<file path="src/rtl/sac_pkg.sv">
`timescale 1ns / 1ps
package sac_pkg;

  localparam int DEF_MAX_SET_BITS = 8;
  localparam int DEF_MAX_WAYS     = 8;

  localparam int ADDR_W  = 64;
  localparam int CNT_W   = 32;
  localparam int SB_W    = 5;
  localparam int APB_AW  = 4;
  localparam int APB_DW  = 32;

  localparam logic [CNT_W-1:0] COUNT_MAX = '1;

  typedef logic [1:0] outcome_t;
  localparam outcome_t OUT_HIT   = 2'd0;
  localparam outcome_t OUT_FILL  = 2'd1;
  localparam outcome_t OUT_EVICT = 2'd2;

  localparam logic [1:0] REG_SET_BITS    = 2'd0;
  localparam logic [1:0] REG_WAYS        = 2'd1;
  localparam logic [1:0] REG_OFFSET_BITS = 2'd2;

  typedef struct packed {
    logic              mode;
    logic [ADDR_W-1:0] address;
  } in_beat_t;

  typedef struct packed {
    outcome_t         outcome;
    logic             last;
    logic [CNT_W-1:0] total_hits;
    logic [CNT_W-1:0] total_misses;
    logic [CNT_W-1:0] total_evictions;
  } out_beat_t;

endpackage

</file>
<file path="src/rtl/sac_way_sel.sv">
`timescale 1ns / 1ps
module sac_way_sel import sac_pkg::*; #(
  parameter int MAX_WAYS = DEF_MAX_WAYS,
  parameter int FILL_W   = $clog2(MAX_WAYS + 1),
  parameter int WAY_W    = (MAX_WAYS > 1) ? $clog2(MAX_WAYS) : 1
) (
  input  logic [MAX_WAYS*ADDR_W-1:0] tags_row,
  input  logic [MAX_WAYS*ADDR_W-1:0] stamps_row,
  input  logic [FILL_W-1:0]          fill,
  input  logic [FILL_W-1:0]          limit,
  input  logic [ADDR_W-1:0]          tag,
  output outcome_t                   outcome,
  output logic [WAY_W-1:0]           way
);

  localparam int LVL = (MAX_WAYS > 1) ? $clog2(MAX_WAYS) : 0;
  localparam int P   = 1 << LVL;

  logic [MAX_WAYS-1:0] match;
  logic                hit;
  logic [WAY_W-1:0]    hit_way;

  logic [ADDR_W-1:0] nd_stamp [1:2*P-1];
  logic              nd_v     [1:2*P-1];
  logic [WAY_W-1:0]  nd_way   [1:2*P-1];

  always_comb begin
    hit_way = '0;
    for (int i = MAX_WAYS - 1; i >= 0; i--) begin
      match[i] = (i < int'(fill)) && (tags_row[i*ADDR_W +: ADDR_W] == tag);
      if (match[i]) begin
        hit_way = WAY_W'(i);
      end
    end
    hit = |match;
  end

  // min tree over the filled ways, left wins a tie so the lowest way is kept
  always_comb begin
    for (int i = 0; i < P; i++) begin
      nd_way[P+i] = WAY_W'(i);
      if (i < MAX_WAYS) begin
        nd_stamp[P+i] = stamps_row[i*ADDR_W +: ADDR_W];
        nd_v[P+i]     = (i < int'(fill));
      end else begin
        nd_stamp[P+i] = '0;
        nd_v[P+i]     = 1'b0;
      end
    end
    for (int k = P - 1; k >= 1; k--) begin
      if (nd_v[2*k+1] && (!nd_v[2*k] || (nd_stamp[2*k+1] < nd_stamp[2*k]))) begin
        nd_stamp[k] = nd_stamp[2*k+1];
        nd_v[k]     = 1'b1;
        nd_way[k]   = nd_way[2*k+1];
      end else begin
        nd_stamp[k] = nd_stamp[2*k];
        nd_v[k]     = nd_v[2*k];
        nd_way[k]   = nd_way[2*k];
      end
    end
  end

  always_comb begin
    priority if (hit) begin
      outcome = OUT_HIT;
      way     = hit_way;
    end else if (fill < limit) begin
      outcome = OUT_FILL;
      way     = fill[WAY_W-1:0];
    end else begin
      outcome = OUT_EVICT;
      way     = nd_way[1];
    end
  end

endmodule

</file>
<file path="config.mk">
export PLATFORM = sky130hd
export DESIGN_NAME = sac_way_sel
export DESIGN_NICKNAME = d
export VERILOG_FILES = /design/src/rtl/sac_pkg.sv /design/src/rtl/sac_way_sel.sv
export SDC_FILE = /design/constraint.sdc
export NUM_CORES = 1
export LEC_CHECK = 0
export ABC_AREA = 1
export BUFFER_PORTS_ARGS = -buffer_cell sky130_fd_sc_hd__buf_2
export CAP_MARGIN = 20
export CORE_AREA = 2 2 430 432
export DETAILED_ROUTE_END_ITERATION = 6
export DIE_AREA = 0 0 432 434
export PLACE_DENSITY = 0.39
export SYNTH_ARGS = -nofsm -noshare
export SYNTH_HDL_FRONTEND = slang
export SYNTH_SLANG_ARGS = --single-unit
</file>
<file path="constraint.sdc">
create_clock -name vclk -period 23.8
set_input_delay 3.57 -clock vclk [all_inputs]
set_output_delay 3.57 -clock vclk [all_outputs]
set_load 0.01 [all_outputs]
</file>
==> results of run 1 <==
path summary, 6_finish.rpt:
| kind | from | endpoint | cells past startpoint |
|---|---|---|---|
| max | stamps_row[191] | way[1] | 41 |
| min | fill[2] | way[2] | 6 |
per-layer routing:
layer | up-vias | track usage (%) | wire (um)
met5 | - | 0 | 53
met4 | 8 | 14.2 | 17000
met3 | 425 | 1.94 | 7850
met2 | 1215 | 41.2 | 110000
met1 | 13300 | 15.1 | 52900
li1 | 14000 | - | -
kinds of logic (layout without fill, tap and decap cells):
kind of cell	Yosys count	in the layout	share of synthesized area [%]
compound gates	868	868	23.3
xor+xnor	317	317	13.4
fa+ha+maj	444	444	26.8
buf+inv	562	1559	10.2
other cells	0	55	0
simple gates	1278	1278	26.2
cells in the mapped netlist (2+ instances only):
library cell and number:
nand3_1 69, nor4b_1 2, a22o_1 13, inv_2 4
o21bai_1 3, nand2_2 4, a221oi_1 29, a21oi_1 186
or2_2 5, o21ai_0 493, nor3_2 2, nand3b_1 5
or4_1 6, xor2_1 121, o2111ai_1 7, o21ai_1 3
buf_1 8, nor4_1 71, o2111a_1 2, clkbuf_1 131
and3_1 2, clkinv_1 7, a21o_1 7, nand4_1 94
inv_1 411, a31oi_1 5, o22ai_1 57, a211oi_1 32
o211ai_1 5, nor3_1 28, o221ai_1 6, nor2_1 131
o21a_1 2, a2111oi_0 4, nand2_1 856, a221o_1 3
a21boi_0 4, ha_1 444, xnor2_1 196
per-stage QoR:
stage               worst slack, ns  hold WS (ns)  cell area (um^2)
CTS                            7.06          7.72             29000
detailed placement             7.10          7.71             29000
global placement               7.06          7.72             29000
finish                         7.40          7.70             29100
global route                   6.33          7.75             29100
floorplan                     11.16          7.27             20700
layout make-up:
cell class	instances	area share (%)
diodes	55	0.472
inverters	422	5.46
multi-input cells	2907	64.0
well taps	2385	10.2
repair buffers	1137	19.8
where the power goes:
group,total (uW),internal (uW),switching (uW),leakage (uW)
Sequential,0,0,0,0
Combinational,862,294,568,0.0148
Clock,0.000315,0.000315,0,0.000000349
==> impl_metrics.csv, run 1 <==
group,metric,value,unit
run_status,outcome,"completed",
clock_tree,postCtsHoldBufs,0,
placed_design,dp_hpwl,174000,um
global_route,overflow,0,
yosys,synthTopCellsByArea,"ha_1 27%, nand2_1 16%, o21ai_0 12%",
layout,layout_commonest_cell,"buf_2",
drt,via_count,28900,
die,dieArea,0.187,mm^2
sta,fin_tns_setup,0,ns
yosys,yosysTopAreaCell,"ha_1",
global_route,antenna_found_initial,124,
layout,clock_buffers,0,
pwr,finalPower,862,uW
setup_path,crit_path_top_delay_cell,"buf_4",
yosys,synth_fp_nets,5009,
sta,period_needed,16.40,ns
setup_path,critPathRequiredTime,20.23,ns
sta,fmax,61.0,MHz
drt,drt_iter0_drc,1531,
sta,rsz0062_at_grt,"no",
yosys,syn_area,0.0207,mm^2
setup_path,end_kind,"primary output",
global_route,grt.total_usage,19.0,%
setup_path,crit_type,"in2out",
layout,syn_to_final_growth,40.8,%
drt,wl,188000,um
global_route,grt_pass1_vias,29400,
setup_path,crit_buf_inv,9,
setup_path,worstPathMaxFanout,79,
layout,final_nets,6008,
global_route,grt_max_degree,97,
sta,fin_crit_sh,68.9,%
die,initial_core_util,11.3,%
layout,finish.utilization,16.0,%
yosys,avgSynthCellArea,5.97,um^2
clock_tree,post_cts_buffers,0,
global_route,grt_pass1_wl,241000,um
layout,fillers,21500,
yosys,yosys_warnings,0,
pwr,pwr_density_cell,29.6,mW/mm^2
setup_path,max_stage_delay,0.67,ns
placed_design,place_congestion,0.983,
setup_path,crit_top_cell,"nand2_1",
layout,final_cell_mix,"1101 x buf_2, 854 x nand2_1, 485 x o21ai_0, 444 x ha_1, 411 x inv_1",
yosys,synth_top_area_share,26.8,%
drt,drc,0,
sta,finalMaxSlewViolations,0,
placed_design,portBuffers,1101,
drt,viasPerCell,4.18,
layout,design.seq.count,0,
die,core-area,0.182,mm^2
sta,worstMarginPinSlew,1.18,ns
pwr,p_leak,0.0148,uW
sta,hold_viol,0,
yosys,syn_inst,3469,
flow_run,drv_cap,0,
die,die_y,434,um
drt,dr.pass1.iters,6,
layout,final-seq-area,0,um^2
yosys,ys_types,50,
drt,detail-route-antenna-nets,0,
layout,instances_no_fill,6906,
setup_path,arrival,12.83,ns
layout,drive_gt1_share,26.1,%
sta,setup_violations,0,
drt,wl_per_cell,27.2,um
yosys,seq_area_frac_synth,0,%
sta,maxSlewHeadroom,20.8,%
pwr,ir_worst_vdd,12.6,uV
die,io_pins,1101,
placed_design,dp.cells,6850,
layout,multiInputGateArea,0.0187,mm^2
die,die_x,432,um
die,row_count,157,
setup_path,crit_family,"simple AND/OR/NAND/NOR gates",
min_path,hold_path.class,"in2out",
clock_tree,ctsResizeCount,0,
setup_path,setup.worst_path.start_class,"input port",
Note: power is estimated with default switching activity, not from simulation.
==> inputs of run 2 (changes only) <==
Settings changed: CORE_AREA 2 2 430 432 to 2 2 426 428, DIE_AREA 0 0 432 434 to 0 0 428 430.
Clock period 23.8 ns to 16.7 ns, I/O delays scaled along.
==> run 2 against run 1 <==
Worst hold slack got worse by 2.2 ns. Non-clock buffer count increased by 33. Via count increased by 0.13%. Critical path depth unchanged. Critical path type unchanged. Core utilization up 0.37 points. Setup slack lost 4.1 ns. Total power grew 44%. Critical endpoint unchanged. Count of clock-buffer cells in the layout stayed put. Global-route usage about the same. Die area shrank 1.8%. First-iteration DRC count shrank 6.7%. Routed wire length down 2.2%.
==> impl_metrics.csv, run 2 (same netlist as run 1, synthesis figures left out) <==
group,metric,value,unit
layout,drive_gt1_share,26.6,%
pwr,pwr_density_cell,42.3,mW/mm^2
layout,final-seq-area,0,um^2
die,dieArea,0.184,mm^2
layout,design.seq.count,0,
setup_path,setup.worst_path.start_class,"input port",
sta,finalMaxSlewViolations,0,
sta,rsz0062_at_grt,"no",
die,initial_core_util,11.5,%
min_path,hold_path.class,"in2out",
placed_design,portBuffers,1101,
placed_design,place_congestion,0.991,
layout,layout_commonest_cell,"buf_2",
sta,maxSlewHeadroom,15.4,%
drt,wl,184000,um
setup_path,crit_top_cell,"nand2_1",
setup_path,worstPathMaxFanout,79,
setup_path,arrival,10.86,ns
die,core-area,0.180,mm^2
clock_tree,ctsResizeCount,0,
global_route,overflow,0,
setup_path,crit_type,"in2out",
die,row_count,156,
drt,wl_per_cell,26.6,um
global_route,grt_max_degree,81,
global_route,grt.total_usage,19.1,%
die,io_pins,1101,
global_route,grt_pass1_vias,29400,
drt,dr.pass1.iters,5,
layout,final_cell_mix,"1101 x buf_2, 854 x nand2_1, 481 x o21ai_0, 444 x ha_1, 411 x inv_1",
layout,finish.utilization,16.3,%
setup_path,crit_path_top_delay_cell,"o21ai_0",
setup_path,end_kind,"primary output",
pwr,ir_worst_vdd,16.3,uV
drt,viasPerCell,4.18,
layout,clock_buffers,0,
sta,worstMarginPinSlew,1.26,ns
sta,setup_violations,0,
drt,detail-route-antenna-nets,0,
layout,syn_to_final_growth,41.8,%
drt,drt_iter0_drc,1429,
sta,fin_crit_sh,80.0,%
drt,via_count,28900,
global_route,grt_pass1_wl,239000,um
setup_path,critPathRequiredTime,14.20,ns
clock_tree,post_cts_buffers,0,
clock_tree,postCtsHoldBufs,0,
die,die_x,428,um
drt,drc,0,
die,die_y,430,um
flow_run,drv_cap,0,
pwr,finalPower,1240,uW
run_status,outcome,"completed",
placed_design,place_area,0.0292,mm^2
sta,hold_viol,0,
global_route,antenna_found_initial,94,
sta,fmax,74.8,MHz
layout,final_cell_area,0.0294,mm^2
setup_path,max_stage_delay,0.75,ns
pwr,p_leak,0.0150,uW
sta,fin_tns_setup,0,ns
placed_design,dp_hpwl,170000,um
sta,period_needed,13.36,ns
layout,final_nets,6041,
==> run 2: changes by cell type in the layout (fill, tap and decap cells not counted), sizes merged <==
cell and delta:
buf +33, diode +1
==> run 2: worst paths after layout <==
path,from,endpoint,cells after the start
worst max-delay path,stamps_row[259],way[1],41
worst min-delay path,fill[2],way[2],6
==> run 2: per-stage QoR <==
step	hold slack, ns	instances	worst slack [ns]
after floorplan	5.14	3469	6.19
after global placement	5.58	6863	2.18
after detailed placement	5.56	6869	2.80
after CTS	5.56	6869	2.77
after global routing	5.61	6910	2.18
final	5.55	6925	3.34
==> run 2: where the power goes <==
part / leakage [uW] / switching (uW) / internal (uW) / total, uW
sequential: 0 / 0 / 0 / 0
clock: 0.000000355 / 0 / 0.000400 / 0.000401
combinational: 0.0150 / 805 / 437 / 1240
==> run 2: metal layers <==
layer | routed length (um) | track usage, %
met5 | 113 | 0
met4 | 14300 | 11.9
met3 | 7360 | 1.96
met2 | 110000 | 42.1
met1 | 52600 | 15.3
==> run 2: critical path: cells and delay by family <==
kind,cells,cell delay [ns]
fa+ha+maj,3,0.98
compound gates,6,1.74
simple gates,24,3.54
buf+inv,8,1.98
==> run 2: final cells by class <==
cell class | instances | area (um^2)
antenna | 56 | 140
fill | 21200 | 150000
inverter | 422 | 1590
multi-input combinational | 2907 | 18600
tap | 2370 | 2970
timing repair buffer | 1170 | 6030
==> inputs of run 3 (changes only) <==
Clock period 16.7 ns to 12.4 ns, I/O delays scaled along.
==> run 3 against run 2 <==
Total power rose by 39%. Design area rose by 1.1%. Sequential share of layout area did not move. Via count barely moved. Critical endpoint is now way[0].
==> impl_metrics.csv, run 3 (same netlist as run 1, synthesis figures left out) <==
group,metric,value,unit
sta,period_needed,11.50,ns
die,initial_core_util,11.5,%
placed_design,place_congestion,0.957,
flow_run,drv_cap,0,
layout,drive_gt1_share,27.2,%
sta,fin_crit_sh,92.7,%
layout,layout_commonest_cell,"buf_2",
min_path,min_to,"way[2]",
global_route,grt_use_met1,15.4,%
global_route,grt_pass1_wl,243000,um
drt,drt_iter0_drc,1489,
setup_path,max_stage_delay,0.51,ns
clock_tree,post_cts_buffers,0,
layout,design.seq.count,0,
layout,fillers,21200,
drt,drc,0,
layout,final_nets,6073,
global_route,grt_pass1_vias,30000,
drt,dr.pass1.iters,7,
sta,worstMarginPinSlew,1.26,ns
global_route,overflow,0,
layout,final-seq-area,0,um^2
die,row_count,156,
sta,rsz0062_at_grt,"no",
setup_path,arrival,9.64,ns
drt,via_count,28900,
setup_path,setup.worst_path.start_class,"input port",
die,dieArea,0.184,mm^2
min_path,hold_depth,6,
setup_path,critPathRequiredTime,10.54,ns
placed_design,dp.cells,6900,
drt,wl_per_cell,26.6,um
layout,clock_buffers,0,
global_route,gr-max-usage-layer,"met2",
die,die_y,430,um
layout,finish.utilization,16.5,%
sta,finalMaxSlewViolations,0,
setup_path,worstPathMaxFanout,108,
min_path,worstHoldStart,"fill[2]",
setup_path,crit_path_top_delay_cell,"o21ai_0",
setup_path,end_kind,"primary output",
placed_design,dp_hpwl,172000,um
setup_path,crit_type,"in2out",
setup_path,crit_top_cell,"nand2_1",
drt,detail-route-antenna-nets,0,
drt,viasPerCell,4.16,
die,core-area,0.180,mm^2
sta,fin_tns_setup,0,ns
die,io_pins,1101,
pwr,p_leak,0.0152,uW
global_route,grt.total_usage,19.3,%
placed_design,portBuffers,1101,
sta,setup_violations,0,
global_route,grt_max_degree,109,
sta,hold_viol,0,
layout,syn_to_final_growth,43.4,%
pwr,ir_worst_vdd,31.1,uV
drt,wl,186000,um
global_route,antenna_found_initial,108,
global_route,grt_use_met2,42.2,%
die,die_x,428,um
run_status,outcome,"completed",
pwr,pwr_density_cell,58.0,mW/mm^2
global_route,grt_util_met3,1.94,%
min_path,hold_path.class,"in2out",
layout,multiInputGateArea,0.0187,mm^2
sta,maxSlewHeadroom,15.1,%
layout,instances_no_fill,6965,
sta,fmax,87.0,MHz
layout,final_cell_mix,"1102 x buf_2, 854 x nand2_1, 490 x o21ai_0, 444 x ha_1, 411 x inv_1",
[run 3: changes by cell type in the layout (fill, tap and decap cells not counted), moves of 3 or more]
cell | before | now
nor4_1 | 68 | 65
o21ai_1 | 15 | 6
o21ai_0 | 481 | 490
nor4_2 | 2 | 5
buf_4 | 69 | 96
diode_2 | 56 | 64
buf_12 | 0 | 3
[run 3: worst max-delay path, delay by kind of cell]
| family | cells | cell delay (ns) |
|---|---|---|
| AOI/OAI and AO/OA | 11 | 2.57 |
| and+or+nand+nor | 20 | 2.55 |
| buffers and inverters | 8 | 1.53 |
| adders and majority gates | 3 | 1.04 |
[run 3: worst max-delay path by stage]
stage	startpoint	to	depth (start not counted)	slack, ns
2_1_floorplan	stamps_row[63]	way[0]	41	3.18
3_3_place_gp	stamps_row[309]	way[0]	37	0.10
3_5_place_dp	stamps_row[289]	way[0]	39	0.35
4_1_cts	stamps_row[289]	way[0]	39	0.32
5_1_grt	stamps_row[289]	way[0]	42	0.01
6_report	stamps_row[289]	way[0]	42	0.90
[run 3: per-stage QoR]
step | setup WS [ns] | cell area (um^2) | hold WS [ns] | total power, uW
final | 0.900 | 29700 | 4.20 | 1720
after CTS | 0.319 | 29500 | 4.21 | 1790
after global routing | 0.00960 | 29700 | 4.26 | 1940
after floorplan | 3.18 | 20700 | 3.85 | 893
after detailed placement | 0.355 | 29500 | 4.21 | 1780
after global placement | 0.102 | 29500 | 4.22 | 1770
[run 3: where the power goes]
part,internal [uW],switching (uW),leakage [uW]
sequential,0,0,0
clock,0.000702,0,0.000000406
combinational,624,1100,0.0152
total,624,1100,0.0152
[run 3: cell type report]
type | count | share of cell area [%]
multi-input cells | 2907 | 62.9
well taps | 2370 | 9.99
repair buffers | 1202 | 21.2
diodes | 64 | 0.539
inverters | 422 | 5.36
[run 3: layer usage]
metal,vias to the layer above,wire [um]
li1,14100,-
met1,13300,53400
met2,1157,110000
met3,379,6790
met4,8,15700
met5,-,45
[run 3: what timing repair did]
item / in CTS / in global routing
hold buffers: 0 / 0
setup endpoints to repair: 0 / 3
gates resized for setup: 0 / 2
endpoints found under the hold margin: 0 / 0
